$ cat src/sv/nns_pkg.sv
`timescale 1ns / 1ps
package nns_pkg;

  localparam int SIZE_W  = 9;
  localparam int COORD_W = 16;
  localparam int PIXEL_W = 32;
  localparam int FACT_W  = 16;
  localparam int FRAC_W  = 8;
  localparam int DVD_W   = COORD_W + FRAC_W;
  localparam int PADDR_W = 4;

  typedef enum logic [1:0] {
    REG_WIDTH  = 2'd0,
    REG_HEIGHT = 2'd1,
    REG_FACTOR = 2'd2,
    REG_NONE   = 2'd3
  } reg_idx_t;

  localparam logic OP_WRITE = 1'b0;
  localparam logic OP_READ  = 1'b1;

  // per-beat control and payload that rides alongside the dividers
  typedef struct packed {
    logic                 valid;
    logic                 op;
    logic                 bad;
    logic [COORD_W-1:0]   cx;
    logic [COORD_W-1:0]   cy;
    logic [PIXEL_W-1:0]   pixel;
  } beat_t;

endpackage

$ cat src/sv/nns_div.sv
`timescale 1ns / 1ps
module nns_div (
  input  logic                      clk,
  input  logic [nns_pkg::DVD_W-1:0] dividend,
  input  logic [nns_pkg::FACT_W-1:0] divisor,
  output logic [nns_pkg::DVD_W-1:0] quotient
);
  import nns_pkg::*;

  // restoring division, one quotient bit per stage
  logic [FACT_W:0]   rem [DVD_W];
  logic [DVD_W-1:0]  quo [DVD_W];
  logic [DVD_W-1:0]  dvd [DVD_W];

  genvar i;
  generate
    for (i = 0; i < DVD_W; i++) begin : g_stage
      logic [FACT_W:0]  rem_in;
      logic [DVD_W-1:0] quo_in;
      logic [DVD_W-1:0] dvd_in;
      logic [FACT_W:0]  trial;
      if (i == 0) begin : g_first
        assign rem_in = '0;
        assign quo_in = '0;
        assign dvd_in = dividend;
      end else begin : g_next
        assign rem_in = rem[i-1];
        assign quo_in = quo[i-1];
        assign dvd_in = dvd[i-1];
      end
      assign trial = {rem_in[FACT_W-1:0], dvd_in[DVD_W-1]};
      always_ff @(posedge clk) begin
        if (trial >= {1'b0, divisor}) begin
          rem[i] <= trial - {1'b0, divisor};
          quo[i] <= {quo_in[DVD_W-2:0], 1'b1};
        end else begin
          rem[i] <= trial;
          quo[i] <= {quo_in[DVD_W-2:0], 1'b0};
        end
        dvd[i] <= {dvd_in[DVD_W-2:0], 1'b0};
      end
    end
  endgenerate

  assign quotient = quo[DVD_W-1];

endmodule

$ cat config.mk
export PLATFORM = sky130hd
export DESIGN_NAME = nns_div
export DESIGN_NICKNAME = d
export VERILOG_FILES = /design/src/sv/nns_pkg.sv /design/src/sv/nns_div.sv
export SDC_FILE = /design/constraint.sdc
export NUM_CORES = 2
export LEC_CHECK = 0
export BUFFER_PORTS_ARGS = -buffer_cell sky130_fd_sc_hd__clkbuf_2
export CORE_MARGIN = 2
export CORE_UTILIZATION = 57
export CTS_CLUSTER_SIZE = 10
export DETAILED_ROUTE_END_ITERATION = 10
export PLACE_DENSITY = 0.77
export SETUP_SLACK_MARGIN = 0.15
export SLEW_MARGIN = 20
export SYNTH_ARGS = -nofsm -noshare
export SYNTH_HDL_FRONTEND = slang
export SYNTH_SLANG_ARGS = --single-unit
$ cat constraint.sdc
create_clock -name clk -period 3.4 [get_ports clk]
set_input_delay 0 -clock clk [delete_from_list [all_inputs] [get_ports clk]]
set_output_delay 0 -clock clk [all_outputs]
set_load 0.1 [all_outputs]
# Word-level counts from Yosys, hierarchy flattened
# Memories as Yosys holds them, arrays and structs flattened.
# Cells that the tools add are included.
[classes]
add_sub_neg = 24
order_cmp = 24
muxes = 120
bitwise = 48
[ops]
columns = ["cell", "count"]
rows = [
  ["24-bit 2-to-1 mux", 24],
  ["17-bit 2-to-1 mux", 24],
  ["17-bit by 16-bit >= comparator with 1-bit output", 23],
  ["17-bit by 16-bit subtractor with 17-bit output", 23],
  ["1-bit 2-to-1 mux", 72],
  ["1-bit OR", 48],
  ["1-bit by 16-bit subtractor with 17-bit output", 1],
  ["1-bit by 16-bit >= comparator with 1-bit output", 1],
]
[word_totals]
ff_bits = 0
ram_bits = 1536
inputBits = 41
output_inout_bits = 24
elab_cells = 219
n_memories = 3
[mem_list]
columns = ["memory", "depth", "word_bits", "read_ports", "rd_ports_with_merged_regs", "wr", "line_no", "text"]
rows = [
  ["quo", 24, 24, 24, 0, 24, "nns_div.sv:12", "logic [DVD_W-1:0] quo [DVD_W];"],
  ["dvd", 24, 23, 23, 0, 24, "nns_div.sv:13", "logic [DVD_W-1:0] dvd [DVD_W];"],
  ["rem", 24, 17, 23, 0, 24, "nns_div.sv:11", "logic [FACT_W:0] rem [DVD_W];"],
]

# Longest topological paths before layout
# An unclocked memory read counts as a cell.
[depth]
ltp_word = 5
ltp_mapped = 13
ltp_nobuf = 11

# Worst setup path before layout
# Ideal clock, no wire load.
[synth_path]
kind = "input to register"
from = "in divisor[1] (netlist bit)"
to = "mem rem[8][10] (netlist bit)"
setup_ns = 0.121
arrival_time_ns = 3.014
required_time_ns = 3.279
slack_ns = 0.265
path_stages = 12
n_path_buf = 2
cell_sequence = "clkbuf_1 -> inv_1 -> ha_1 -> nor2b_1 -> o31a_1 -> o31a_1 -> o221ai_1 -> o31a_1 -> o21ai_1 -> a41oi_2 -> buf_4 -> mux2_2"
[synth_rtl]
columns = ["element", "line_no", "text"]
rows = [
  ["start: declaration", "nns_div.sv:5", "input logic [nns_pkg::FACT_W-1:0] divisor,"],
  ["end: declaration", "nns_div.sv:11", ""],
]

==> flow_metrics.tcl <==
set metrics [dict create \
    row_count 96 \
    htreeDepth 3 \
    cts_hold_buf 58 \
    cts_setup_buffers 0 \
    min_path_type "in2reg" \
    cts_resized 0 \
    reg2reg_depth 9 \
    cts_root_buffer "clkbuf_16" \
    synth_edf_count 0 \
    rsz0062_at_grt "false" \
    gr-total-overflow 0 \
    die_y_um 267 \
    finalSetupTns_ns 0 \
    drc 0 \
    core_mm2 0.0686 \
    worst_pin_slew_ns 1.09 \
    ant_nets 0 \
    setup_viol 0 \
    path_max_fanout 16 \
    regToRegSetupSlack_ns 0.29 \
    timing.rr.start "rem[14][5]" \
    clkTransAtPathRegs_ns 0.05 \
    synth_ff_type "dfxtp_1" \
    drive_gt1_frac 0.134 \
    ys_seq_elements 944 \
    initial_core_util 0.575 \
    ys_seq_area_frac 0.479 \
    fillCellCount 5279 \
    startpoint "rem[14][5]" \
    timing.critical_path.from_type "register" \
    multiInputGateArea_mm2 0.0198 \
    first_iter_violations 1488 \
    crit_required_ns 3.95 \
    ios 65 \
    diodes 0 \
    wl_um 83400 \
    pre_cts_slack_ns 0.151 \
    arrival_ns 3.65 \
    async_reset_ff_frac 0 \
    fin_nets 4399 \
    critical_path.endpoint_type "register" \
    clk_path_buf_depth 3 \
    gp_congestion 0.870 \
    post_dp_cell_area_mm2 0.0415 \
    wl_per_cell_um 16.9 \
    cts_buffers 107 \
    grt_max_degree 30 \
    insertion_delay_ns 0.66 \
    synth_area_mm2 0.0394 \
    cp-endpoint "rem[15][3]" \
    status "complete, no violations" \
    final_util 0.657 \
    drt_first_pass_iters 5 \
    design_area_mm2 0.0451 \
    synth_nets 4132 \
    fin_ws_ns 0.293 \
    grt_pass1_wl_um 135000 \
    grtUsageTotal 0.235 \
    die_w_um 267 \
    grt_pass1_vias 27300 \
    antenna_found_initial 0 \
    reg2reg_to "rem[15][3]" \
    ys_types 81 \
    ys.warnings.count 0 \
    p_leak_uw 0.0199 \
    vias_per_cell 5.58 \
    area_growth_pct 14.3 \
    hpwl_um 58200 \
    peakVddDrop_uv 544 \
    fin_worst_skew_ns 0.0205 \
    final_max_slew_viol_count 0 \
    synth_cells 3699 \
    powerDensity_mw_per_mm2 862 \
    die-area_mm2 0.0713 \
    slew_headroom 0.271 \
    clock-sinks 944 \
    crit_type "reg2reg" \
    max_cap_violations 0 \
    cts_tree "yes" \
    hold_start "divisor[6]" \
    vias 27500 \
    min_period_over_period 0.914 \
    hold_violations 0 \
    avgSynthCellArea_um2 10.7 \
    regArea_mm2 0.0189 \
    io_buffers 64 \
    fmax_mhz 322 \
    holdWs_ns 0.0624 \
    finalCriticalPeriod_ns 3.11 \
]
-- worst max-delay path, cell delays in order, from the launching register on --
cell	delay (ns)
dfxtp_1	0.33
ha_1	0.39
and4_1	0.25
o21a_1	0.13
o31a_1	0.20
o41ai_4	0.10
o2111ai_1	0.24
a21oi_2	0.10
a21oi_2	0.82
mux2_2	0.43
-- how the worst min path moves through the flow --
stage / slack [ns] / depth (start not counted) / to
finish: 0.06 / 6 / rem[0][9]
global route: 0.07 / 6 / rem[0][9]
CTS: 0.02 / 6 / rem[0][5]
detailed placement: 0.10 / 1 / dvd[0][19]
global placement: 0.10 / 1 / dvd[0][7]
floorplan: 0.03 / 0 / dvd[0][0]
-- flip-flops by register name (all words and copies together), names as in the netlist --
| name | count |
|---|---|
| quo | 300 |
| dvd | 276 |
| rem | 368 |
-- cells in the mapped netlist (6+ instances only) --
library cell / number / area [um2]
inv_1: 143 / 537
xnor2_1: 165 / 1450
and4_1: 8 / 70.1
a21oi_1: 242 / 1210
mux2_2: 211 / 2380
a21boi_0: 20 / 150
mux2_4: 14 / 210
o31a_1: 42 / 368
fa_1: 22 / 440
and3_1: 16 / 100
or3_1: 23 / 144
a31oi_1: 18 / 113
xor2_1: 87 / 762
a211o_1: 10 / 87.6
a211oi_1: 23 / 173
o21a_1: 54 / 405
o2111ai_1: 13 / 114
nor2_1: 246 / 923
nand3_1: 52 / 260
a31o_2: 9 / 78.8
o41ai_1: 14 / 123
o211ai_1: 19 / 143
or2_2: 11 / 68.8
o311ai_0: 9 / 78.8
o31ai_1: 22 / 165
nand2_1: 175 / 657
o21bai_1: 21 / 158
o21ai_0: 178 / 891
and2_1: 18 / 113
or4_1: 6 / 45.0
a2111oi_0: 10 / 87.6
ha_1: 370 / 4630
dfxtp_1: 944 / 18900
nand2b_1: 46 / 288
clkbuf_1: 30 / 113
buf_2: 10 / 50.1
mux2i_1: 36 / 360
nor4_1: 19 / 119
nor2b_1: 51 / 319
nor3_1: 70 / 350
nand4_1: 52 / 325
o21ai_1: 7 / 35.0
a21o_1: 79 / 593
-- power by group --
group          switching, uW  total [uW]  internal (uW)
combinational           7690       14600           6900
sequential               993       14300          13300
clock                   4180        9940           5760
total                  12900       38800          26000
-- kinds of logic after synthesis --
family,synth area share
multiplexers,0.0753
AND/OR/NAND/NOR,0.0999
buffers and inverters,0.0194
adder cells (fa/ha/maj),0.129
AO/OA/AOI/OAI,0.142
XOR/XNOR,0.0560
flip-flops,0.479
-- routing by layer --
| metal | vias to the layer above | track usage | share of wire |
|---|---|---|---|
| li1 | 13800 | - | - |
| met1 | 12800 | 0.290 | 0.44 |
| met2 | 614 | 0.402 | 0.47 |
| met3 | 205 | 0.0411 | 0.048 |
| met4 | 0 | 0.103 | 0.039 |
| met5 | - | 0 | 0 |
-- metrics by stage --
step,total power (uW),std cells
3_5_place_dp,28800,4730
3_3_place_gp,28500,4730
4_1_cts,39000,4925
2_1_floorplan,25700,3699
6_report,38800,4925
5_1_grt,41400,4925
-- placed cells by master, fill, tap and decap left out, types with 11 or more instances in the layout --
master	n
a21o_1	79
o21ai_0	178
o211ai_1	19
or2_2	11
a211oi_1	23
nand3_1	52
nor2_1	246
clkbuf_1	17
o31a_1	42
dlygate4sd3_1	58
and2_1	18
nor3_1	70
nor4_1	19
nand4_1	52
buf_4	66
mux2i_1	36
o21a_1	54
or3_1	23
a31oi_1	18
ha_1	370
a21boi_0	20
xor2_1	87
a21oi_1	242
clkbuf_16	108
dfxtp_1	944
fa_1	22
mux2_4	14
inv_1	143
mux2_2	211
nor2b_1	51
o31ai_1	22
o2111ai_1	13
nand2b_1	46
nand2_1	175
buf_12	17
clkbuf_2	64
and3_1	16
o21bai_1	21
xnor2_1	165
o41ai_1	14
-- final cells by class --
class	instances	share of cell area
repair buffers	205	0.0385
clock inverters	8	0.00283
flip-flops and latches	944	0.419
clock buffers	129	0.0626
multi-input cells	2565	0.439
inverters	143	0.0119
well taps	931	0.0258
Power figures use the tool's default switching activity.
